<file path="src/hdl/cicd_pkg.sv">
// Package: shared types and constants for the CIC decimator.
package cicd_pkg;

  localparam int unsigned ACC_W   = 32;
  localparam int unsigned CNT_W   = 6;
  localparam int unsigned RATIO_W = 7;
  localparam int unsigned SHIFT_W = 5;
  localparam int unsigned OFS_W   = 16;
  localparam int unsigned SMP_W   = 16;
  localparam int unsigned RES_W   = 16;
  localparam int unsigned CIDX_W  = 2;

  localparam logic [RATIO_W-1:0] RATIO_MAX   = 7'd64;
  localparam logic [RATIO_W-1:0] RATIO_RST   = 7'd25;
  localparam logic [SHIFT_W-1:0] SHIFT_RST   = 5'd8;
  localparam logic [OFS_W-1:0]   OFFSET_RST  = 16'h5C00;

  // Configuration register indexes
  typedef enum logic [CIDX_W-1:0] {
    CFG_RATIO  = 2'd0,
    CFG_SHIFT  = 2'd1,
    CFG_OFFSET = 2'd2
  } cfg_idx_t;

  // Item moving down the integrator row: running value plus end-of-period tag
  typedef struct packed {
    logic             dump;
    logic [ACC_W-1:0] val;
  } tok_t;

endpackage

</file>
<file path="src/hdl/cicd_in_if.sv">
// Interface: input sample channel.
interface cicd_in_if import cicd_pkg::*; ();
  logic             valid;
  logic             ready;
  logic [SMP_W-1:0] sample_in;

  modport source (output valid, output sample_in, input ready);
  modport sink   (input valid, input sample_in, output ready);
endinterface

</file>
<file path="src/hdl/cicd_out_if.sv">
// Interface: filtered result channel.
interface cicd_out_if import cicd_pkg::*; ();
  logic                    valid;
  logic                    ready;
  logic signed [RES_W-1:0] filtered_out;

  modport source (output valid, output filtered_out, input ready);
  modport sink   (input valid, input filtered_out, output ready);
endinterface

</file>
<file path="src/hdl/cicd_cfg_if.sv">
// Interface: configuration write channel.
interface cicd_cfg_if import cicd_pkg::*; ();
  logic              valid;
  logic              ready;
  logic [CIDX_W-1:0] index;
  logic [OFS_W-1:0]  data;

  modport source (output valid, output index, output data, input ready);
  modport sink   (input valid, input index, input data, output ready);
endinterface

</file>
<file path="src/hdl/cicd_integ_cell.sv">
// Integrator cell: wrapping accumulator that passes its updated sum downstream.
module cicd_integ_cell import cicd_pkg::*; (
  input  logic clk,
  input  logic rst_n,
  input  logic in_valid,
  output logic in_ready,
  input  tok_t in_tok,
  output logic out_valid,
  input  logic out_ready,
  output tok_t out_tok
);

  logic             valid_r, valid_nxt;
  logic             dump_r, dump_nxt;
  logic [ACC_W-1:0] acc_r, acc_nxt;
  logic             take;

  // Stage frees up when empty or when its item moves on
  assign in_ready = !valid_r || out_ready;
  assign take     = in_valid && in_ready;

  always_comb begin
    valid_nxt = valid_r;
    dump_nxt  = dump_r;
    acc_nxt   = acc_r;
    if (take) begin
      valid_nxt = 1'b1;
      dump_nxt  = in_tok.dump;
      acc_nxt   = acc_r + in_tok.val;
    end else if (out_ready) begin
      valid_nxt = 1'b0;
    end
  end

  always_ff @(posedge clk) begin
    if (!rst_n) begin
      valid_r <= 1'b0;
      acc_r   <= '0;
    end else begin
      valid_r <= valid_nxt;
      acc_r   <= acc_nxt;
    end
    dump_r <= dump_nxt;
  end

  assign out_valid    = valid_r;
  assign out_tok.dump = dump_r;
  assign out_tok.val  = acc_r;

endmodule

</file>
<file path="src/hdl/cicd_comb_cell.sv">
// Comb cell: first difference with a delay of one item.
module cicd_comb_cell import cicd_pkg::*; (
  input  logic             clk,
  input  logic             rst_n,
  input  logic             in_valid,
  output logic             in_ready,
  input  logic [ACC_W-1:0] in_val,
  output logic             out_valid,
  input  logic             out_ready,
  output logic [ACC_W-1:0] out_val
);

  logic             valid_r, valid_nxt;
  logic [ACC_W-1:0] dly_r, dly_nxt;
  logic [ACC_W-1:0] diff_r, diff_nxt;
  logic             take;

  assign in_ready = !valid_r || out_ready;
  assign take     = in_valid && in_ready;

  always_comb begin
    valid_nxt = valid_r;
    dly_nxt   = dly_r;
    diff_nxt  = diff_r;
    if (take) begin
      valid_nxt = 1'b1;
      dly_nxt   = in_val;
      diff_nxt  = in_val - dly_r;
    end else if (out_ready) begin
      valid_nxt = 1'b0;
    end
  end

  always_ff @(posedge clk) begin
    if (!rst_n) begin
      valid_r <= 1'b0;
      dly_r   <= '0;
    end else begin
      valid_r <= valid_nxt;
      dly_r   <= dly_nxt;
    end
    diff_r <= diff_nxt;
  end

  assign out_valid = valid_r;
  assign out_val   = diff_r;

endmodule

</file>
<file path="src/hdl/cic_decimator_third_order_top.sv">
// Top level: CIC decimator built from a row of integrator cells and comb cells.
//
//   channel   dir   handshake      payload
//   in_if     in    valid/ready    sample_in    (16 b, low SAMPLE_BITS used)
//   out_if    out   valid/ready    filtered_out (16 b signed)
//   cfg_if    in    valid/ready    index (2 b), data (16 b); ready always high
//
// One sample is taken per clock while in_if.ready is high; each cell is one
// register stage, and the output register adds one more. Reset (synchronous,
// rst_n low) clears all integrators, comb delays, the sample counter and
// restores the register defaults. Stalls on out_if back up cell by cell;
// samples keep being taken while empty cells remain.
module cic_decimator_third_order_top import cicd_pkg::*; #(
  parameter int unsigned STAGES      = 3,
  parameter int unsigned SAMPLE_BITS = 10
) (
  input  logic        clk,
  input  logic        rst_n,
  cicd_in_if.sink     in_if,
  cicd_out_if.source  out_if,
  cicd_cfg_if.sink    cfg_if
);

  // Configuration registers
  logic [RATIO_W-1:0] ratio_r;
  logic [SHIFT_W-1:0] shift_r;
  logic [OFS_W-1:0]   offset_r;

  assign cfg_if.ready = 1'b1;

  always_ff @(posedge clk) begin
    if (!rst_n) begin
      ratio_r  <= RATIO_RST;
      shift_r  <= SHIFT_RST;
      offset_r <= OFFSET_RST;
    end else if (cfg_if.valid) begin
      case (cfg_if.index)
        CFG_RATIO:  ratio_r  <= cfg_if.data[RATIO_W-1:0];
        CFG_SHIFT:  shift_r  <= cfg_if.data[SHIFT_W-1:0];
        CFG_OFFSET: offset_r <= cfg_if.data;
        default: ;
      endcase
    end
  end

  // Effective ratio: zero acts as one, large values clamp
  logic [RATIO_W-1:0] eff_ratio;
  always_comb begin
    if (ratio_r == '0) begin
      eff_ratio = RATIO_W'(1);
    end else if (ratio_r > RATIO_MAX) begin
      eff_ratio = RATIO_MAX;
    end else begin
      eff_ratio = ratio_r;
    end
  end

  // Integrator row
  tok_t itok   [STAGES+1];
  logic ivalid [STAGES+1];
  logic iready [STAGES+1];

  // Sample counter tags the item that closes each period
  logic [CNT_W-1:0]   cnt_r, cnt_nxt;
  logic [RATIO_W-1:0] cnt_plus;
  logic               dump;
  logic               in_take;

  assign in_take  = in_if.valid && iready[0];
  assign cnt_plus = {1'b0, cnt_r} + RATIO_W'(1);
  assign dump     = (cnt_plus >= eff_ratio);

  always_comb begin
    cnt_nxt = cnt_r;
    if (in_take) begin
      cnt_nxt = dump ? '0 : cnt_plus[CNT_W-1:0];
    end
  end

  always_ff @(posedge clk) begin
    if (!rst_n) begin
      cnt_r <= '0;
    end else begin
      cnt_r <= cnt_nxt;
    end
  end

  assign in_if.ready   = iready[0];
  assign ivalid[0]     = in_if.valid;
  assign itok[0].dump  = dump;
  assign itok[0].val   = ACC_W'(in_if.sample_in[SAMPLE_BITS-1:0]);

  for (genvar i = 0; i < STAGES; i++) begin : g_integ
    cicd_integ_cell u_cell (
      .clk       (clk),
      .rst_n     (rst_n),
      .in_valid  (ivalid[i]),
      .in_ready  (iready[i]),
      .in_tok    (itok[i]),
      .out_valid (ivalid[i+1]),
      .out_ready (iready[i+1]),
      .out_tok   (itok[i+1])
    );
  end

  // Comb row: only period-closing items enter, the rest are dropped here
  logic [ACC_W-1:0] cval   [STAGES+1];
  logic             cvalid [STAGES+1];
  logic             cready [STAGES+1];

  assign cvalid[0]      = ivalid[STAGES] && itok[STAGES].dump;
  assign cval[0]        = itok[STAGES].val;
  assign iready[STAGES] = itok[STAGES].dump ? cready[0] : 1'b1;

  for (genvar i = 0; i < STAGES; i++) begin : g_comb
    cicd_comb_cell u_cell (
      .clk       (clk),
      .rst_n     (rst_n),
      .in_valid  (cvalid[i]),
      .in_ready  (cready[i]),
      .in_val    (cval[i]),
      .out_valid (cvalid[i+1]),
      .out_ready (cready[i+1]),
      .out_val   (cval[i+1])
    );
  end

  // Output register: scale, remove offset, keep low 16 bits
  logic             ovalid_r, ovalid_nxt;
  logic [RES_W-1:0] odata_r, odata_nxt;
  logic [ACC_W-1:0] shifted;

  assign cready[STAGES] = !ovalid_r || out_if.ready;
  assign shifted        = cval[STAGES] >> shift_r;

  always_comb begin
    ovalid_nxt = ovalid_r;
    odata_nxt  = odata_r;
    if (cvalid[STAGES] && cready[STAGES]) begin
      ovalid_nxt = 1'b1;
      odata_nxt  = shifted[RES_W-1:0] - offset_r;
    end else if (out_if.ready) begin
      ovalid_nxt = 1'b0;
    end
  end

  always_ff @(posedge clk) begin
    if (!rst_n) begin
      ovalid_r <= 1'b0;
    end else begin
      ovalid_r <= ovalid_nxt;
    end
    odata_r <= odata_nxt;
  end

  assign out_if.valid        = ovalid_r;
  assign out_if.filtered_out = odata_r;

endmodule
</file>
<file path="src/flat_wrapper.sv">
// flat-port wrapper written by rule: the top's interface ports become plain ports
module cic_decimator_third_order_top_flat import cicd_pkg::*;
#(
  parameter int unsigned STAGES      = 3,
  parameter int unsigned SAMPLE_BITS = 10
)
  (clk, rst_n, in_if_valid, in_if_sample_in, in_if_ready, out_if_valid, out_if_filtered_out, out_if_ready, cfg_if_valid, cfg_if_index, cfg_if_data, cfg_if_ready);
  cicd_in_if in_if_i ();
  cicd_out_if out_if_i ();
  cicd_cfg_if cfg_if_i ();
  input  logic clk;
  input  logic rst_n;
  input wire logic [$bits(in_if_i.valid)-1:0] in_if_valid;
  input wire logic [$bits(in_if_i.sample_in)-1:0] in_if_sample_in;
  output wire logic [$bits(in_if_i.ready)-1:0] in_if_ready;
  output wire logic [$bits(out_if_i.valid)-1:0] out_if_valid;
  output wire logic [$bits(out_if_i.filtered_out)-1:0] out_if_filtered_out;
  input wire logic [$bits(out_if_i.ready)-1:0] out_if_ready;
  input wire logic [$bits(cfg_if_i.valid)-1:0] cfg_if_valid;
  input wire logic [$bits(cfg_if_i.index)-1:0] cfg_if_index;
  input wire logic [$bits(cfg_if_i.data)-1:0] cfg_if_data;
  output wire logic [$bits(cfg_if_i.ready)-1:0] cfg_if_ready;
  assign in_if_i.valid = in_if_valid;
  assign in_if_i.sample_in = in_if_sample_in;
  assign in_if_ready = in_if_i.ready;
  assign out_if_valid = out_if_i.valid;
  assign out_if_filtered_out = out_if_i.filtered_out;
  assign out_if_i.ready = out_if_ready;
  assign cfg_if_i.valid = cfg_if_valid;
  assign cfg_if_i.index = cfg_if_index;
  assign cfg_if_i.data = cfg_if_data;
  assign cfg_if_ready = cfg_if_i.ready;
  cic_decimator_third_order_top #(.STAGES(STAGES), .SAMPLE_BITS(SAMPLE_BITS)) u_core (.clk(clk), .rst_n(rst_n), .in_if(in_if_i), .out_if(out_if_i), .cfg_if(cfg_if_i));
endmodule
</file>
<file path="config.mk">
export PLATFORM = sky130hd
export DESIGN_NAME = cic_decimator_third_order_top_flat
export DESIGN_NICKNAME = d
export VERILOG_FILES = /design/src/hdl/cicd_pkg.sv /design/src/hdl/cicd_in_if.sv /design/src/hdl/cicd_out_if.sv /design/src/hdl/cicd_cfg_if.sv /design/src/hdl/cicd_integ_cell.sv /design/src/hdl/cicd_comb_cell.sv /design/src/hdl/cic_decimator_third_order_top.sv /design/src/flat_wrapper.sv
export SDC_FILE = /design/constraint.sdc
export NUM_CORES = 1
export LEC_CHECK = 0
export ABC_AREA = 1
export BUFFER_PORTS_ARGS = -buffer_cell sky130_fd_sc_hd__buf_2
export CAP_MARGIN = 20
export CELL_PAD_IN_SITES_DETAIL_PLACEMENT = 0
export CELL_PAD_IN_SITES_GLOBAL_PLACEMENT = 1
export CORE_ASPECT_RATIO = 1.75
export CORE_MARGIN = 5
export CORE_UTILIZATION = 46
export CTS_BUF_LIST = sky130_fd_sc_hd__clkbuf_16
export CTS_CLUSTER_DIAMETER = 200
export DETAILED_ROUTE_END_ITERATION = 6
export GPL_TIMING_DRIVEN = 0
export PLACE_DENSITY_LB_ADDON = 0.1
export REMOVE_ABC_BUFFERS = 1
export SLEW_MARGIN = 30
export SYNTH_ARGS = -nofsm -noshare
export SYNTH_HDL_FRONTEND = slang
export SYNTH_SLANG_ARGS = --single-unit
</file>
<file path="constraint.sdc">
create_clock -name clk -period 3.4 [get_ports clk]
set_clock_uncertainty 0.15 [all_clocks]
set_input_delay 0.17 -clock clk [delete_from_list [all_inputs] [get_ports clk]]
set_output_delay 0.17 -clock clk [all_outputs]
set_load 0.02 [all_outputs]
</file>
==> out/metrics.csv, run 1 <==
stage;metric;value;unit
detailed_routing;drt-initial-drc-count;811;
logic_synthesis;ys_warn_count;0;
floorplanning;rows;114;
placed_design;dp_slack;-1470;ps
placed_design;dp_hpwl;65800;µm
setup_path;rr_startpoint;u_core.shift_r[0];
setup_path;worst-path-buf-inv;3;
timing;setup_viol;0;
setup_path;required;3560;ps
detailed_routing;wl_met2;47800;µm
logic_synthesis;ys_seq_elements;348;
run_status;outcome;finished, final reports clean;
clocking;clk_pin_slew;70;ps
timing;min_period;3330;ps
worst_hold_path;hp-class;in -> reg;
clocking;clock_latency;570;ps
logic_synthesis;synth.top_cell.area_share;0.184;
timing;fin_ws;71.9;ps
timing;slew_headroom;0.313;
detailed_routing;ant_nets;0;
run;drv_cap;0;
detailed_routing;routedWlPerCell;17.4;µm
clocking;clockBufferDepth;3;
logic_synthesis;synthCells;3861;
timing;drv_slew;0;
setup_path;slowest_delay;450;ps
layout;finalNonFillerCells;4657;
timing;hold_violations;0;
detailed_routing;vias;24300;
worst_hold_path;hold_depth;4;
setup_path;crit_cells;17;
floorplanning;die_y;321;µm
logic_synthesis;synth.area.mux_share;0.00236;
setup_path;cp_common_cell;nand2_1;
logic_synthesis;synth.avg_cell_area;6.58;µm²
clocking;cts_tree;yes;
logic_synthesis;synth-compound-area-share;0.153;
timing;worstMarginPinSlew;1020;ps
floorplanning;core;55100;µm²
pwr;powerDensity;383;nW/µm²
detailed_routing;met3_length;1510;µm
worst_hold_path;min-delay-start;in_if_sample_in[8];
global_routing;grt-ovfl-total;0;
detailed_routing;drc;0;
logic_synthesis;synth.largest_area_cell;dfxtp_1;
placed_design;gp_congestion;0.930;
global_routing;grt_pass1_vias;25200;
layout;n_antenna_cell;0;
pwr;p_total;10900;µW
layout;area_growth;11.4;%
layout;nets;4167;
clocking;htree_levels;2;
setup_path;cp-startpoint;u_core.shift_r[0];
floorplanning;initial_utilization;0.462;
placed_design;dp_cells;4526;
setup_path;end_kind;flop;
clocking;root_buffer;clkbuf_16;
timing;max_freq;300;MHz
layout;fill_cells;5850;
detailed_routing;drt-met1-wl;24500;µm
setup_path;critPathMaxFanout;17;
placed_design;io_buffers;50;
global_routing;grt_start_max_net_pins;122;
global_routing;antenna_found_initial;0;
floorplanning;pin_count;58;
timing;fin_crit_sh;0.979;
setup_path;cp-start-kind;flop;
layout;drive_above_1_share;0.0472;
detailed_routing;dr.pass1.iters;5;
timing;rsz0062_at_grt;true;
logic_synthesis;yosys-top-cells-area;dfxtp_1 18%, nand2_1 16%, edfxtp_1 14%;
setup_path;worstPathArrival;3490;ps
logic_synthesis;synth_top_family_by_area;simple AND/OR/NAND/NOR gates;
clocking;cts.sinks;348;
detailed_routing;maxUsedRoutingLayer;met4;
detailed_routing;wirelength;81200;µm
logic_synthesis;ys_types;45;
global_routing;grt_pass1_wl;127000;µm
detailed_routing;viasPerCell;5.22;
pwr;leakagePower;0.0135;µW
global_routing;gr-usage-all-layers;0.265;
setup_path;crit_type;reg -> reg;
logic_synthesis;synth.cell_area;25400;µm²
floorplanning;dieWidth;188;µm
logic_synthesis;synth_xor_area_frac;0.0414;
pwr;vdd_ir_drop_max;0.263;mV
setup_path;cpLargestDelayFamily;compound AO/OA/AOI/OAI gates;
setup_path;cp_slowest_cell;dfxtp_4;
logic_synthesis;ys_seq_area_frac;0.319;
setup_path;cp_cell_sequence;buf_6, nand2_1, and2_1, o21ai_1, nand2_1, o211ai_1, o211ai_1, nand2_1, ha_1, nand2_1, inv_1, a21oi_2, nand2_1, a21oi_1, inv_1, nand2_1, nand2_1;
logic_synthesis;synth-simple-area-share;0.281;
clocking;cts_buffers;38;
floorplanning;fp.dieArea;60200;µm²
setup_path;rr_worst_depth;17;
logic_synthesis;synth-adder-area-share;0.0986;
final cells by class:
class / count / area [µm²] / share of cell area
Clock inverter: 28 / 144 / 0.00508
Tap cell: 696 / 871 / 0.0307
Inverter: 600 / 2280 / 0.0805
Clock buffer: 41 / 1030 / 0.0362
Multi-Input combinational cell: 2827 / 14900 / 0.525
Timing Repair Buffer: 116 / 1000 / 0.0355
Timing Repair inverter: 1 / 7.51 / 0.000265
Sequential cell: 348 / 8130 / 0.287
path summary, 6_finish.rpt:
check,to,slack [ps]
setup / recovery,u_core.out_if.filtered_out[15],70
hold / removal,u_core.g_integ[0].u_cell.acc_r[8],20
setup reg to reg,u_core.out_if.filtered_out[15],70
hold reg to reg,u_core.g_integ[2].u_cell.dump_r,270
placed cells by master (no fill, tap or decap), drive strengths merged, types with 12 or more instances in the layout:
master / count
nand2: 1058
o21bai: 12
nand4: 24
nor2: 374
o21ai: 300
nor3: 41
nand3: 233
a21o: 13
a21oi: 371
inv: 608
buf: 66
clkbuf: 41
edfxtp: 115
dlygate4sd3: 50
xor2: 80
clkinv: 16
o211ai: 16
xnor2: 40
dfxtp: 233
ha: 189
report_power, final:
group	switching (µW)	internal [µW]	total, µW
clock	1780	2240	4020
combinational	1490	789	2280
sequential	103	4460	4560
total	3370	7490	10900
worst reg2reg max path: stages (launching register included):
cell and delay [ps]:
dfxtp_4 450, buf_6 210, nand2_1 80, and2_1 170, o21ai_1 200, nand2_1 120, o211ai_1 140, o211ai_1 210
nand2_1 220, ha_1 300, nand2_1 120, inv_1 70, a21oi_2 210, nand2_1 120, a21oi_1 180, inv_1 60
nand2_1 60, nand2_1 40
through the flow:
stage / TNS, ps / utilization / area [µm²] / hold WS [ps]
global placement: -270010 / 0.475 / 26200 / 247
CTS: 0 / 0.512 / 28200 / 13.7
detailed placement: -16780 / 0.478 / 26300 / 252
global route: -146 / 0.514 / 28300 / 49.3
finish: 0 / 0.514 / 28300 / 21.5
floorplan: -36900 / - / 25000 / 104
routing by layer:
layer  up-vias  global-route usage
li1      12600                   -
met1     11000               0.202
met2       427               0.580
met3       291              0.0211
met4         0               0.202
met5         -                   0
what timing repair did:
item	in CTS	in global routing
pin swaps	4	8
resized for setup	49	34
cloned	1	0
hold endpoints to repair	88	0
hold buffers	50	0
setup endpoints to repair	16	8
buffers inserted	6	5
sequential cells by signal (all words and copies together), names as in the netlist:
signal / cells
u_core.cnt_r: 6
u_core.g_comb.u_cell.dly_r: 96
u_core.g_comb.u_cell.out_val: 96
u_core.g_comb.u_cell.out_valid: 3
u_core.g_integ.u_cell.acc_r: 96
u_core.g_integ.u_cell.dump_r: 3
u_core.g_integ.u_cell.out_valid: 3
u_core.offset_r: 16
u_core.out_if.filtered_out: 16
u_core.out_if.valid: 1
u_core.ratio_r: 7
u_core.shift_r: 5
logic make-up after synthesis:
logic type	after synthesis
AO/OA/AOI/OAI	743
XOR/XNOR	120
adder cells (fa/ha/maj)	196
buffers and inverters	686
flip-flops	348
multiplexers	6
other	1
AND/OR/NAND/NOR	1761
cell usage after synthesis (all sizes together):
library cell,instances
a211oi,2
a21boi,7
a21o,13
a21oi,371
a22oi,2
a31oi,4
and2,9
and3,2
buf,27
clkbuf,59
clkinv,2
conb,1
dfxtp,233
edfxtp,115
fa,7
ha,189
inv,598
mux2i,6
nand2,1058
nand3,233
nand3b,7
nand4,24
nor2,374
nor3,41
nor4,4
o211ai,16
o21a,11
o21ai,300
o21bai,12
o22ai,4
o311ai,1
or2,9
xnor2,40
xor2,80
(Power assumes the default switching activity.)
==> inputs of run 2 (changes only) <==
--- a/config.mk
+++ b/config.mk
@@ -17,7 +17,7 @@
 export CTS_CLUSTER_DIAMETER = 200
 export DETAILED_ROUTE_END_ITERATION = 6
 export GPL_TIMING_DRIVEN = 0
-export PLACE_DENSITY_LB_ADDON = 0.1
+export PLACE_DENSITY = 0.91
 export REMOVE_ABC_BUFFERS = 1
 export SLEW_MARGIN = 30
 export SYNTH_ARGS = -nofsm -noshare
==> run 2 against run 1 <==
  * Sequential share of layout area up 0.12 points
  * Count of clock-buffer cells in the layout fell by 3
  * Critical path type unchanged
  * Flip-flop and latch count unchanged
  * Worst hold slack better by 240 ps
  * Power decreased by 1.9%
  * First-iteration DRC count rose by 35%
  * Utilization down 0.21 points
  * Critical path depth decreased by 1
  * Maximum frequency is 1.8% higher
  * Non-clock buffer count down 1
  * Register-to-register slack improved by 60 ps
  * Setup slack better by 57 ps
==> out/metrics.csv, run 2 (synthesized netlist as in run 1, its figures left out) <==
stage;metric;value;unit
setup_path;worstPathArrival;3440;ps
pwr;share_clk_of_total_power;0.363;
layout;nets;4166;
layout;final_util;0.512;
detailed_routing;vias;24500;
timing;worstMarginPinSlew;953;ps
detailed_routing;drt-initial-drc-count;1095;
run;drv_cap;0;
global_routing;antenna_found_initial;0;
setup_path;critPathMaxFanout;17;
pwr;netSwitchingPower;3360;µW
floorplanning;die_y;321;µm
detailed_routing;ant_nets;0;
timing;fin_ws;129;ps
global_routing;grt_pass1_wl;120000;µm
global_routing;gr-usage-all-layers;0.245;
timing;min_period;3270;ps
placed_design;io_buffers;50;
layout;fin_area;28200;µm²
global_routing;grt_start_max_net_pins;121;
setup_path;end_kind;flop;
clocking;cts.sinks;348;
pwr;intPower;7290;µW
layout;n_antenna_cell;0;
global_routing;grt-ovfl-total;0;
placed_design;dp_slack;-1190;ps
run_status;outcome;finished, final reports clean;
pwr;vdd_ir_drop_max;0.307;mV
timing;drv_slew;0;
floorplanning;core;55100;µm²
pwr;p_sw_frac;0.316;
setup_path;cp-start-kind;flop;
pwr;powerDensity;378;nW/µm²
clocking;htree_levels;2;
detailed_routing;viasPerCell;5.25;
detailed_routing;dr.pass1.iters;6;
floorplanning;pin_count;58;
pwr;comb_power_share;0.206;
setup_path;rr_worst_depth;16;
setup_path;required;3570;ps
floorplanning;initial_utilization;0.462;
timing;fin_crit_sh;0.962;
timing;rsz0062_at_grt;false;
clocking;clock_latency;570;ps
floorplanning;rows;114;
floorplanning;fp.dieArea;60200;µm²
pwr;p_seq_frac;0.431;
setup_path;rr_startpoint;u_core.shift_r[0];
clocking;cts_buffers;38;
placed_design;dp_hpwl;60500;µm
layout;fill_cells;5649;
timing;slew_headroom;0.358;
layout;layout_commonest_cell;nand2_1;
setup_path;crit_type;reg -> reg;
clocking;clockBufferDepth;3;
pwr;leakagePower;0.0134;µW
worst_hold_path;min-delay-start;u_core.g_integ[1].u_cell.dump_r;
detailed_routing;routedWlPerCell;16.4;µm
placed_design;place_area;26400;µm²
detailed_routing;wirelength;76300;µm
setup_path;cp-startpoint;u_core.shift_r[0];
timing;setup_viol;0;
timing;hold_violations;0;
clocking;root_buffer;clkbuf_16;
timing;tns;0;ps
layout;area_growth;11.0;%
detailed_routing;drc;0;
clocking;clk_pin_slew;60;ps
global_routing;grt_pass1_vias;24200;
worst_hold_path;hold_depth;0;
pwr;p_total;10700;µW
floorplanning;dieWidth;188;µm
clocking;cts_tree;yes;
layout;drive_above_1_share;0.0437;
placed_design;gp_congestion;0.945;
worst_hold_path;hp-class;reg -> reg;
layout;final_cell_mix;1,050 x nand2_1, 598 x inv_1, 368 x nor2_1, 368 x a21oi_1, 279 x o21ai_0;
timing;max_freq;306;MHz
## run 2: changes by cell type in the layout (fill, tap and decap cells not counted), moves of 3 or more
cell / before / now
buf_4: 7 / 4
a21oi_1: 365 / 368
o21ai_1: 20 / 13
o21ai_2: 12 / 7
clkbuf_16: 41 / 38
o21ai_0: 267 / 279
a21oi_2: 5 / 2
## run 2: worst max-delay path, cell delays in order, from the launching register on
cell	delay, ps
dfxtp_4	400
buf_6	180
or2_2	290
o21ai_0	120
o21ai_0	170
o21ai_0	170
nand2_1	70
nand3_1	100
nand3_2	140
fa_2	390
nand3_1	120
nand2_2	110
a21oi_4	190
o21ai_0	130
nand2_1	90
nand2_1	60
xor2_1	150
## run 2: worst paths after layout
path / end / slack (ps)
hold reg to reg: u_core.g_integ[2].u_cell.dump_r / 260
setup / recovery: u_core.out_if.filtered_out[10] / 130
setup reg to reg: u_core.out_if.filtered_out[10] / 130
hold / removal: u_core.g_integ[2].u_cell.dump_r / 260
## run 2: layer usage
| layer | vias to the layer above | GRT usage | wire [µm] |
|---|---|---|---|
| met1 | 11000 | 0.207 | 24700 |
| met4 | 0 | 0.180 | 6690 |
| met5 | - | 0 | 0 |
| met2 | 492 | 0.515 | 43200 |
| li1 | 12600 | - | - |
| met3 | 288 | 0.0207 | 1720 |
## run 2: area by class of cell
type                    instances  area, µm²  share of cell area
repair buffers                115       1010              0.0358
well taps                     696        871              0.0309
flip-flops and latches        348       8130               0.288
repair inverters                1       5.00            0.000177
inverters                     600       2280              0.0809
clock inverters                32        170             0.00603
multi-input cells            2827      14800               0.524
clock buffers                  38        951              0.0337
## run 2: power groups by stage
stage          Combinational (µW)  Clock, µW  Sequential (µW)
6_report                     2190       3870             4590
5_1_grt                      2450       4110             4600
4_1_cts                      2150       3950             4600
3_5_place_dp                 2080          0             4690
3_3_place_gp                 2050          0             4690
2_1_floorplan                1510          0             4620
## run 2: timing repair
action,in CTS,in global routing
hold buffers,52,0
endpoints found under the setup margin,15,7
resized for setup,34,22
pin swaps,0,4
endpoints found under the hold margin,65,0
buffers inserted,2,4
cloned,1,0
## run 2: stage by stage
step / hold slack [ps] / std cells
finish: 262 / 4657
global route: 268 / 4657
CTS: 255 / 4653
detailed placement: 241 / 4528
global placement: 241 / 4521
floorplan: 104 / 3775
